**src/rtl/core/sha1c_pkg.sv**
```systemverilog
package sha1c_pkg;

    // initial chaining words
    localparam logic [31:0] IV_H0 = 32'h6745_2301;
    localparam logic [31:0] IV_H1 = 32'hEFCD_AB89;
    localparam logic [31:0] IV_H2 = 32'h98BA_DCFE;
    localparam logic [31:0] IV_H3 = 32'h1032_5476;
    localparam logic [31:0] IV_H4 = 32'hC3D2_E1F0;

    // round constants
    localparam logic [31:0] K_CH   = 32'h5A82_7999;
    localparam logic [31:0] K_PAR1 = 32'h6ED9_EBA1;
    localparam logic [31:0] K_MAJ  = 32'h8F1B_BCDC;
    localparam logic [31:0] K_PAR2 = 32'hCA62_C1D6;

    localparam logic [7:0] PAD_BYTE   = 8'h80;
    localparam int         ROUNDS     = 80;
    localparam int         RND_W      = 7;
    localparam int         FILL_W     = 6;
    localparam int         COUNT_W    = 61;
    localparam int         DIGEST_W   = 160;

    // round function select, one per group of twenty rounds
    typedef enum logic [1:0] {
        F_CH   = 2'd0,
        F_PAR1 = 2'd1,
        F_MAJ  = 2'd2,
        F_PAR2 = 2'd3
    } fsel_t;

    // controller to datapath
    typedef struct packed {
        logic  accept;     // input request taken this cycle
        logic  load_work;  // copy chaining words into working registers
        logic  round_en;   // run one compression round
        fsel_t fsel;
        logic  add_en;     // fold working registers into chaining words
        logic  pad_en;     // place 0x80 at fill point, zero the rest
        logic  len_en;     // write bit length into last two words
        logic  len_clear;  // zero the whole block before the length
        logic  finish;     // load digest, re-arm
    } cmd_t;

    // datapath to controller
    typedef struct packed {
        logic fill_last;   // next byte completes the block
        logic fill_ge56;   // no room left for the length
        logic out_free;    // digest register can take a new result
    } status_t;

    function automatic logic [31:0] rotl1(input logic [31:0] x);
        rotl1 = {x[30:0], x[31]};
    endfunction

    function automatic logic [31:0] rotl5(input logic [31:0] x);
        rotl5 = {x[26:0], x[31:27]};
    endfunction

    function automatic logic [31:0] rotl30(input logic [31:0] x);
        rotl30 = {x[1:0], x[31:2]};
    endfunction

    function automatic logic [31:0] round_fn(input fsel_t sel, input logic [31:0] b,
                                             input logic [31:0] c, input logic [31:0] d);
        case (sel)
            F_CH:    round_fn = (b & c) | (~b & d);
            F_MAJ:   round_fn = (b & c) | (b & d) | (c & d);
            default: round_fn = b ^ c ^ d;
        endcase
    endfunction

    function automatic logic [31:0] round_k(input fsel_t sel);
        case (sel)
            F_CH:    round_k = K_CH;
            F_PAR1:  round_k = K_PAR1;
            F_MAJ:   round_k = K_MAJ;
            default: round_k = K_PAR2;
        endcase
    endfunction

endpackage

```
**src/rtl/core/sha1c_ctrl.sv**
```systemverilog
module sha1c_ctrl (
    input  logic              aclk,
    input  logic              aresetn,
    input  logic              s_axis_tvalid,
    output logic              s_axis_tready,
    input  logic              byte_valid,
    input  logic              msg_last,
    input  sha1c_pkg::status_t status,
    output sha1c_pkg::cmd_t    cmd
);
    import sha1c_pkg::*;

    typedef enum logic [6:0] {
        S_IDLE  = 7'b000_0001,
        S_ROUND = 7'b000_0010,
        S_ADD   = 7'b000_0100,
        S_PAD   = 7'b000_1000,
        S_LENZ  = 7'b001_0000,
        S_LEN   = 7'b010_0000,
        S_FIN   = 7'b100_0000
    } state_t;

    // where to go once a block compression has finished
    typedef enum logic [1:0] {
        RET_IDLE = 2'd0,
        RET_PAD  = 2'd1,
        RET_LENZ = 2'd2,
        RET_FIN  = 2'd3
    } ret_t;

    localparam logic [RND_W-1:0] RND_LAST = RND_W'(ROUNDS - 1);

    state_t            state_reg, state_next;
    ret_t              ret_reg, ret_next;
    logic [RND_W-1:0]  rnd_reg, rnd_next;

    // state, return code and round counter
    always_ff @(posedge aclk) begin
        if (!aresetn) begin
            state_reg <= S_IDLE;
            ret_reg   <= RET_IDLE;
            rnd_reg   <= '0;
        end else begin
            state_reg <= state_next;
            ret_reg   <= ret_next;
            rnd_reg   <= rnd_next;
        end
    end

    assign s_axis_tready = (state_reg == S_IDLE);

    // next state and commands
    always_comb begin
        state_next = state_reg;
        ret_next   = ret_reg;
        rnd_next   = rnd_reg;
        cmd        = '0;
        if (rnd_reg < RND_W'(20)) begin
            cmd.fsel = F_CH;
        end else if (rnd_reg < RND_W'(40)) begin
            cmd.fsel = F_PAR1;
        end else if (rnd_reg < RND_W'(60)) begin
            cmd.fsel = F_MAJ;
        end else begin
            cmd.fsel = F_PAR2;
        end
        unique case (state_reg)
            S_IDLE: begin
                if (s_axis_tvalid) begin
                    cmd.accept = 1'b1;
                    if (byte_valid && status.fill_last) begin
                        cmd.load_work = 1'b1;
                        state_next    = S_ROUND;
                        ret_next      = msg_last ? RET_PAD : RET_IDLE;
                    end else if (msg_last) begin
                        state_next = S_PAD;
                    end
                end
            end
            S_ROUND: begin
                cmd.round_en = 1'b1;
                if (rnd_reg == RND_LAST) begin
                    rnd_next   = '0;
                    state_next = S_ADD;
                end else begin
                    rnd_next = rnd_reg + RND_W'(1);
                end
            end
            S_ADD: begin
                cmd.add_en = 1'b1;
                unique case (ret_reg)
                    RET_IDLE: state_next = S_IDLE;
                    RET_PAD:  state_next = S_PAD;
                    RET_LENZ: state_next = S_LENZ;
                    RET_FIN:  state_next = S_FIN;
                    default:  state_next = S_IDLE;
                endcase
            end
            S_PAD: begin
                cmd.pad_en = 1'b1;
                if (status.fill_ge56) begin
                    cmd.load_work = 1'b1;
                    state_next    = S_ROUND;
                    ret_next      = RET_LENZ;
                end else begin
                    state_next = S_LEN;
                end
            end
            S_LENZ: begin
                cmd.len_en    = 1'b1;
                cmd.len_clear = 1'b1;
                cmd.load_work = 1'b1;
                state_next    = S_ROUND;
                ret_next      = RET_FIN;
            end
            S_LEN: begin
                cmd.len_en    = 1'b1;
                cmd.load_work = 1'b1;
                state_next    = S_ROUND;
                ret_next      = RET_FIN;
            end
            S_FIN: begin
                if (status.out_free) begin
                    cmd.finish = 1'b1;
                    state_next = S_IDLE;
                end
            end
            default: state_next = S_IDLE;
        endcase
    end

    // exactly eighty rounds, then the feed-forward add
    a_round_count: assert property (@(posedge aclk) disable iff (!aresetn)
        (state_reg == S_ROUND && rnd_reg == RND_LAST) |=> (state_reg == S_ADD))
        else $error("round loop did not end after the last round");

    a_rnd_idle: assert property (@(posedge aclk) disable iff (!aresetn)
        (state_reg != S_ROUND) |-> (rnd_reg == '0))
        else $error("round counter not cleared outside the round loop");

    // padding that overflows needs an extra block before the length
    a_pad_overflow: assert property (@(posedge aclk) disable iff (!aresetn)
        (state_reg == S_PAD && status.fill_ge56) |=>
        (state_reg == S_ROUND && ret_reg == RET_LENZ))
        else $error("overflowing pad did not start an extra block");

endmodule

```
**src/rtl/core/sha1c_datapath.sv**
```systemverilog
module sha1c_datapath (
    input  logic                           aclk,
    input  logic                           aresetn,
    input  sha1c_pkg::cmd_t                cmd,
    output sha1c_pkg::status_t             status,
    input  logic [7:0]                     data_byte,
    input  logic                           byte_valid,
    output logic                           m_axis_tvalid,
    input  logic                           m_axis_tready,
    output logic [sha1c_pkg::DIGEST_W-1:0] m_axis_tdata
);
    import sha1c_pkg::*;

    logic [31:0]          h_reg [5];
    logic [31:0]          h_next [5];
    logic [31:0]          a_reg, b_reg, c_reg, d_reg, e_reg;
    logic [31:0]          a_next, b_next, c_next, d_next, e_next;
    logic [31:0]          w_reg [16];
    logic [31:0]          w_next [16];
    logic [FILL_W-1:0]    fill_reg, fill_next;
    logic [COUNT_W-1:0]   count_reg, count_next;
    logic [DIGEST_W-1:0]  dig_reg, dig_next;
    logic                 out_valid_reg, out_valid_next;
    logic [31:0]          temp;
    logic [63:0]          bit_len;
    logic [FILL_W-1:0]    pos;
    logic                 take_byte;

    assign take_byte = cmd.accept && byte_valid;
    assign bit_len   = {count_reg, 3'b000};

    assign status.fill_last = (fill_reg == '1);
    assign status.fill_ge56 = (fill_reg >= FILL_W'(56));
    assign status.out_free  = !out_valid_reg || m_axis_tready;

    assign m_axis_tvalid = out_valid_reg;
    assign m_axis_tdata  = dig_reg;

    // control state: fill point, length, result valid, chaining words
    always_ff @(posedge aclk) begin
        if (!aresetn) begin
            fill_reg      <= '0;
            count_reg     <= '0;
            out_valid_reg <= 1'b0;
            h_reg[0]      <= IV_H0;
            h_reg[1]      <= IV_H1;
            h_reg[2]      <= IV_H2;
            h_reg[3]      <= IV_H3;
            h_reg[4]      <= IV_H4;
        end else begin
            fill_reg      <= fill_next;
            count_reg     <= count_next;
            out_valid_reg <= out_valid_next;
            h_reg         <= h_next;
        end
    end

    // payload: working variables, message window, digest
    always_ff @(posedge aclk) begin
        a_reg   <= a_next;
        b_reg   <= b_next;
        c_reg   <= c_next;
        d_reg   <= d_next;
        e_reg   <= e_next;
        w_reg   <= w_next;
        dig_reg <= dig_next;
    end

    // byte counting, output handshake and re-arm
    always_comb begin
        fill_next      = fill_reg;
        count_next     = count_reg;
        out_valid_next = out_valid_reg;
        if (take_byte) begin
            fill_next  = fill_reg + FILL_W'(1);
            count_next = count_reg + COUNT_W'(1);
        end
        if (m_axis_tready) begin
            out_valid_next = 1'b0;
        end
        if (cmd.finish) begin
            fill_next      = '0;
            count_next     = '0;
            out_valid_next = 1'b1;
        end
    end

    // one round of the compression
    assign temp = rotl5(a_reg) + round_fn(cmd.fsel, b_reg, c_reg, d_reg) + e_reg
                + round_k(cmd.fsel) + w_reg[0];

    always_comb begin
        a_next = a_reg;
        b_next = b_reg;
        c_next = c_reg;
        d_next = d_reg;
        e_next = e_reg;
        if (cmd.load_work) begin
            a_next = h_reg[0];
            b_next = h_reg[1];
            c_next = h_reg[2];
            d_next = h_reg[3];
            e_next = h_reg[4];
        end else if (cmd.round_en) begin
            a_next = temp;
            b_next = a_reg;
            c_next = rotl30(b_reg);
            d_next = c_reg;
            e_next = d_reg;
        end
    end

    // chaining words: feed-forward add, re-arm after the digest
    always_comb begin
        h_next = h_reg;
        if (cmd.add_en) begin
            h_next[0] = h_reg[0] + a_reg;
            h_next[1] = h_reg[1] + b_reg;
            h_next[2] = h_reg[2] + c_reg;
            h_next[3] = h_reg[3] + d_reg;
            h_next[4] = h_reg[4] + e_reg;
        end else if (cmd.finish) begin
            h_next[0] = IV_H0;
            h_next[1] = IV_H1;
            h_next[2] = IV_H2;
            h_next[3] = IV_H3;
            h_next[4] = IV_H4;
        end
    end

    // digest register, word0 in the low bits
    always_comb begin
        dig_next = dig_reg;
        if (cmd.finish) begin
            dig_next = {h_reg[4], h_reg[3], h_reg[2], h_reg[1], h_reg[0]};
        end
    end

    // message window: byte writes, padding, length, schedule shift
    always_comb begin
        w_next = w_reg;
        pos    = '0;
        if (take_byte) begin
            w_next[fill_reg[5:2]][{~fill_reg[1:0], 3'b000} +: 8] = data_byte;
        end else if (cmd.round_en) begin
            for (int i = 0; i < 15; i++) begin
                w_next[i] = w_reg[i + 1];
            end
            w_next[15] = rotl1(w_reg[13] ^ w_reg[8] ^ w_reg[2] ^ w_reg[0]);
        end else if (cmd.pad_en) begin
            for (int wi = 0; wi < 16; wi++) begin
                for (int bi = 0; bi < 4; bi++) begin
                    pos = {4'(wi), 2'(bi)};
                    if (pos == fill_reg) begin
                        w_next[wi][8 * (3 - bi) +: 8] = PAD_BYTE;
                    end else if (pos > fill_reg) begin
                        w_next[wi][8 * (3 - bi) +: 8] = 8'h00;
                    end
                end
            end
        end else if (cmd.len_en) begin
            if (cmd.len_clear) begin
                for (int i = 0; i < 14; i++) begin
                    w_next[i] = '0;
                end
            end
            w_next[14] = bit_len[63:32];
            w_next[15] = bit_len[31:0];
        end
    end

    a_rearm: assert property (@(posedge aclk) disable iff (!aresetn)
        cmd.finish |=> (fill_reg == '0 && count_reg == '0 && out_valid_reg))
        else $error("digest issued without re-arming the counters");

    a_feed_forward: assert property (@(posedge aclk) disable iff (!aresetn)
        cmd.add_en |=> (h_reg[0] == $past(h_reg[0] + a_reg)))
        else $error("feed-forward add of the first chaining word wrong");

    a_length: assert property (@(posedge aclk) disable iff (!aresetn)
        cmd.len_en |=> ({w_reg[14], w_reg[15]} == {count_reg, 3'b000}))
        else $error("bit length not placed at the end of the block");

endmodule

```
**src/rtl/core/sha1_message_hasher_core.sv**
```systemverilog
// SHA-1 hasher taking one message byte per input request (tuser[0] marks the
// byte as part of the message, tlast ends the message) and giving the 160-bit
// digest as one output request. Bytes that do not complete a 64-byte block are
// taken back to back. The byte that completes a block, or tlast, holds tready
// low while the single shared round unit runs: 80 rounds at one round per
// cycle, then the feed-forward add. A request with tlast pads the block,
// places the length, compresses the final block and loads the digest; when 56
// or more bytes of the last block are used, one more block is compressed
// before the length. A finished digest waits in its own register, so the next
// message is accepted while it is still untaken; the block only stalls if a
// second digest is ready before the first is read.
module sha1_message_hasher_core (
    input  logic                           aclk,
    input  logic                           aresetn,
    input  logic                           s_axis_tvalid,
    output logic                           s_axis_tready,
    input  logic [7:0]                     s_axis_tdata,   // data_byte
    input  logic [0:0]                     s_axis_tuser,   // byte_valid
    input  logic                           s_axis_tlast,   // last
    output logic                           m_axis_tvalid,
    input  logic                           m_axis_tready,
    // digest_word0, digest_word1, digest_word2, digest_word3, digest_word4
    output logic [sha1c_pkg::DIGEST_W-1:0] m_axis_tdata
);
    import sha1c_pkg::*;

    cmd_t    cmd;
    status_t status;

    sha1c_ctrl u_ctrl (
        .aclk          (aclk),
        .aresetn       (aresetn),
        .s_axis_tvalid (s_axis_tvalid),
        .s_axis_tready (s_axis_tready),
        .byte_valid    (s_axis_tuser[0]),
        .msg_last      (s_axis_tlast),
        .status        (status),
        .cmd           (cmd)
    );

    sha1c_datapath u_datapath (
        .aclk          (aclk),
        .aresetn       (aresetn),
        .cmd           (cmd),
        .status        (status),
        .data_byte     (s_axis_tdata),
        .byte_valid    (s_axis_tuser[0]),
        .m_axis_tvalid (m_axis_tvalid),
        .m_axis_tready (m_axis_tready),
        .m_axis_tdata  (m_axis_tdata)
    );

endmodule

```
**config.mk**
```make
export PLATFORM = sky130hd
export DESIGN_NAME = sha1_message_hasher_core
export DESIGN_NICKNAME = d
export VERILOG_FILES = /design/src/rtl/core/sha1c_pkg.sv /design/src/rtl/core/sha1c_ctrl.sv /design/src/rtl/core/sha1c_datapath.sv /design/src/rtl/core/sha1_message_hasher_core.sv
export SDC_FILE = /design/constraint.sdc
export NUM_CORES = 2
export LEC_CHECK = 0
export BUFFER_PORTS_ARGS = -buffer_cell sky130_fd_sc_hd__buf_2
export CAP_MARGIN = 10
export CORE_UTILIZATION = 45
export CTS_BUF_LIST = sky130_fd_sc_hd__clkbuf_4 sky130_fd_sc_hd__clkbuf_8
export CTS_CLUSTER_SIZE = 28
export DETAILED_ROUTE_END_ITERATION = 16
export GPL_ROUTABILITY_DRIVEN = 0
export SYNTH_ARGS = -nofsm -noshare
export SYNTH_HDL_FRONTEND = slang
export SYNTH_SLANG_ARGS = --single-unit
export TNS_END_PERCENT = 50
```
**constraint.sdc**
```tcl
create_clock -name aclk -period 8.1 [get_ports aclk]
set_input_delay 0.405 -clock aclk [delete_from_list [all_inputs] [get_ports aclk]]
set_output_delay 0.405 -clock aclk [all_outputs]
set_load 0.005 [all_outputs]
```
==> Implementation_results.wiki <==
{| class="wikitable"
! Metric !! Value
|-
| Detailed-route wire length || 172600 microns
|-
| Pwr dens || 198.6 mW/mm^2
|-
| Count of cell types in the netlist || 97
|-
| Switching share of power || 25.82%
|-
| Overall die area || 0.1273 sq mm
|-
| Count of non-filler cells in the finished layout || 7532
|-
| Outcome || completed
|-
| Clock tree from TritonCTS || yes
|-
| Die Y-Extent || 356.8 microns
|-
| Share of power burned in registers || 50.6%
|-
| Filler Cells Inserted || 11470
|-
| Critical path class || register to register
|-
| Sink count of the clock tree || 1076
|-
| Std cell rows || 129
|-
| Net count after synthesis || 5896
|-
| Number of failing setup endpoints in the final timing report || 0
|-
| Worst R2R Setup Slack || 0.67 ns
|-
| Hold path endpoint || u_ctrl.ret_reg[0]
|-
| Transition at the pin with the smallest max-transition slack || 1.329 ns
|-
| Maximum buffer depth of the clock tree || 3
|-
| Static leakage power || 23.47 nW
|-
| Die Span X || 356.8 microns
|-
| Area Overhead vs Synth || 11.30%
|-
| Launching point of the worst reg2reg path || u_ctrl.rnd_reg[5]
|-
| Share of the core filled with cells || 50.74%
|-
| Crit path max-delay cell type || fa_1
|-
| Cells on Worst Hold Path || 4
|-
| Layout cells sized above 1 || 11.03%
|-
| Initial antenna violation count || 3
|-
| Number of flip-flops under the largest register name || 512
|-
| Internal power consumption || 0.009289 W
|-
| Global-route usage over all layers || 26.82%
|-
| Peak supply drop || 179.2 uV
|-
| Violation count after the first detailed-routing iteration || 4562
|-
| Cell total after placement || 7165
|-
| Period utilisation layout || 91.74%
|-
| Data required time at the worst endpoint || 8.76 ns
|-
| Ys flop type || edfxtp_1
|-
| Worst hold slack || 0.3728 ns
|-
| Pin count of the biggest net entering global routing || 216
|-
| Yosys Warn Count || 0
|-
| Root Driver || clkbuf_8
|-
| Vias in the first global route || 42170
|-
| Number of nets in the finished design || 6071
|-
| Busiest layer in global routing || met2
|-
| R2r worst-path depth || 25
|-
| Count of input and output buffers || 175
|-
| Final worst path period need || 7.431 ns
|-
| Dpl cell area || 0.05919 sq mm
|-
| Avg WL per Cell || 22.92 microns
|-
| Number of buffers inserted during clock tree synthesis || 185
|-
| CP Max Fanout || 56
|-
| Met2 Track Usage GR || 43.07%
|-
| ANT nets after route || 0
|-
| Setup repair after global routing missed its margin || false
|-
| Worst min-delay path startpoint || s_axis_tlast
|-
| Number of failing hold endpoints at the final stage || 0
|-
| Placeable core region || 0.1243 sq mm
|-
| Met3 Use GR || 5.561%
|-
| Residual DRC || 0
|-
| Clock Skews || 0.03968 ns
|-
| Most common cell type on the critical path || inv_1
|-
| Area occupied by multi-input gates || 0.02503 sq mm
|-
| Capturing element type of the critical path || register
|-
| Overflow left after global routing || 0
|-
| Maximum achievable frequency || 134.6 MHz
|-
| First-pass DRT Iterations || 6
|-
| Cell family with most CP delay || compound AO/OA/AOI/OAI gates
|-
| Arrival time at the worst endpoint || 8.09 ns
|-
| Worst hold path class || input port to register
|-
| Number of primary I/O pins || 176
|-
| NetSw || 0.003234 W
|-
| Starting Density || 45.59%
|-
| Postcts setup bufs || 0
|-
| Area taken by flip-flops and latches || 0.02987 sq mm
|-
| Worst setup SP type || register
|-
| Wire length of the first global-routing pass || 258300 microns
|-
| Count of flip-flops with a built-in enable after synthesis || 832
|-
| Slew margin rel. || 10.77%
|-
| Portion of total power attributed to combinational logic || 8.8%
|-
| Clock insertion delay at the later pin of the skew report || 0.96 ns
|-
| Mean area per synthesized cell || 10.20 sq um
|-
| Cell Area, Synth || 0.05666 sq mm
|-
| Flip-flop and latch count after synthesis || 1076
|-
| Max-slew violation total from the final report || 0
|-
| Buffers & Inverters on Critical Path || 6
|-
| End of the worst register-to-register path || u_datapath.a_reg[29]
|-
| Maxcap violations || 0
|-
| Area of all placed cells without fillers || 0.06306 sq mm
|-
| Met1 Usage GRT || 35.06%
|-
| Sum of net half-perimeters after detailed placement || 118500 microns
|-
| DR vias/cell || 5.827
|-
| Slowest Stage Delay on Critical Path || 0.56 ns
|-
| Clk network pwr share || 40.6%
|-
| Asr flop ratio synth || 0%
|-
| Sequential-to-total area share from yosys stat || 52.72%
|-
| Number of vias after detailed routing || 43890
|-
| H-Tree Depth || 4
|-
| Summed negative setup slack over all endpoints || 0 ns
|-
| Gate Count Post-Synth || 5553
|-
| Clock slew at the register clock pins of the worst setup and hold paths || 0.06 ns
|}
==> worst max-delay path by stage <==
stage                                    from                     to  slack [ns]  depth (start not counted)
after floorplan           u_ctrl.state_reg[1]  u_datapath.h_reg[107]        1.40                          9
after global placement      u_ctrl.rnd_reg[5]   u_datapath.a_reg[31]        0.94                         25
after detailed placement    u_ctrl.rnd_reg[5]   u_datapath.a_reg[29]        0.70                         25
after CTS                   u_ctrl.rnd_reg[5]   u_datapath.a_reg[29]        0.67                         25
after global routing        u_ctrl.rnd_reg[5]   u_datapath.a_reg[29]        0.13                         25
final                       u_ctrl.rnd_reg[5]   u_datapath.a_reg[29]        0.67                         25
==> cells in the mapped netlist (all sizes together) (27+ instances only) <==
cell | count | share of area [%]
clkbuf | 207 | 1.4
or3 | 36 | 0.41
dfxtp | 244 | 8.6
o22ai | 36 | 0.40
xnor2 | 177 | 2.7
buf | 55 | 0.43
nor3 | 65 | 0.57
a22oi | 94 | 1.2
nand2b | 27 | 0.30
a31oi | 27 | 0.31
nand4 | 31 | 0.35
and3 | 57 | 0.63
mux2 | 33 | 0.66
nor2 | 263 | 1.8
nand2 | 1121 | 7.4
ha | 204 | 4.5
a21oi | 303 | 2.7
a21o | 79 | 1.0
nand3 | 98 | 0.90
fa | 125 | 4.4
xor2 | 123 | 1.9
a211oi | 59 | 0.79
inv | 230 | 1.5
edfxtp | 832 | 44
o21ai | 736 | 6.5
==> placed cells by master (no fill, tap or decap), types with 182 or more instances in the layout <==
cell,count
a21oi_1,301
o21ai_0,725
nor2_1,257
dfxtp_1,244
clkbuf_8,194
buf_2,182
inv_1,228
edfxtp_1,832
nand2_1,1117
ha_1,204
==> power by group through the flow <==
stage	sequential (W)	combinational (W)	clock, W
final	0.00634	0.00111	0.00508
after global routing	0.00635	0.00121	0.00541
after CTS	0.00634	0.00109	0.00517
after detailed placement	0.00645	0.00108	0
after global placement	0.00645	0.00106	0
after floorplan	0.00639	0.000758	0
==> tightest hold or removal path: cells and delay by family <==
family / cells / cell delay, ns
compound gates: 1 / 0.08
buf+inv: 2 / 0.71
simple gates: 1 / 0.08
==> cell type report <==
type / instances / area share [%]
clock buffers: 247 / 4.865
repair buffers: 250 / 2.337
clock inverters: 98 / 1.081
multi-input cells: 3985 / 39.69
inverters: 230 / 1.381
well taps: 1637 / 3.248
flip-flops and latches: 1076 / 47.37
diodes: 9 / 0.03572
==> timing repair <==
action / 4_1_cts / 5_1_grt
gates resized for setup: 0 / 0
hold buffers: 6 / 0
endpoints found under the hold margin: 17 / 0
==> through the flow <==
| stage | setup slack, ns | total power [W] |
|---|---|---|
| 6_report | 0.6692 | 0.01252 |
| 5_1_grt | 0.1332 | 0.01297 |
| 4_1_cts | 0.6680 | 0.01260 |
| 3_5_place_dp | 0.6976 | 0.007530 |
| 3_3_place_gp | 0.9402 | 0.007510 |
| 2_1_floorplan | 1.405 | 0.007149 |
==> cell families (layout without fill, tap and decap cells) <==
logic type               after synthesis  in the layout  share of synthesized area, %
AO/OA/AOI/OAI                       1537           1537                         16.17
XOR/XNOR                             300            300                         4.638
buffers and inverters                492            825                         3.324
AND/OR/NAND/NOR                     1783           1783                         13.51
adder cells (fa/ha/maj)              329            329                         8.922
multiplexers                          36             36                        0.7089
other                                  0              9                             0
flip-flops                          1076           1076                         52.72
==> routing by layer <==
| layer | vias to the layer above | wire length, microns |
|---|---|---|
| li1 | 20280 | - |
| met1 | 21300 | 70760 |
| met2 | 1908 | 80110 |
| met3 | 400 | 14560 |
| met4 | 2 | 7207 |
| met5 | - | 13 |
(Power assumes the default switching activity.)
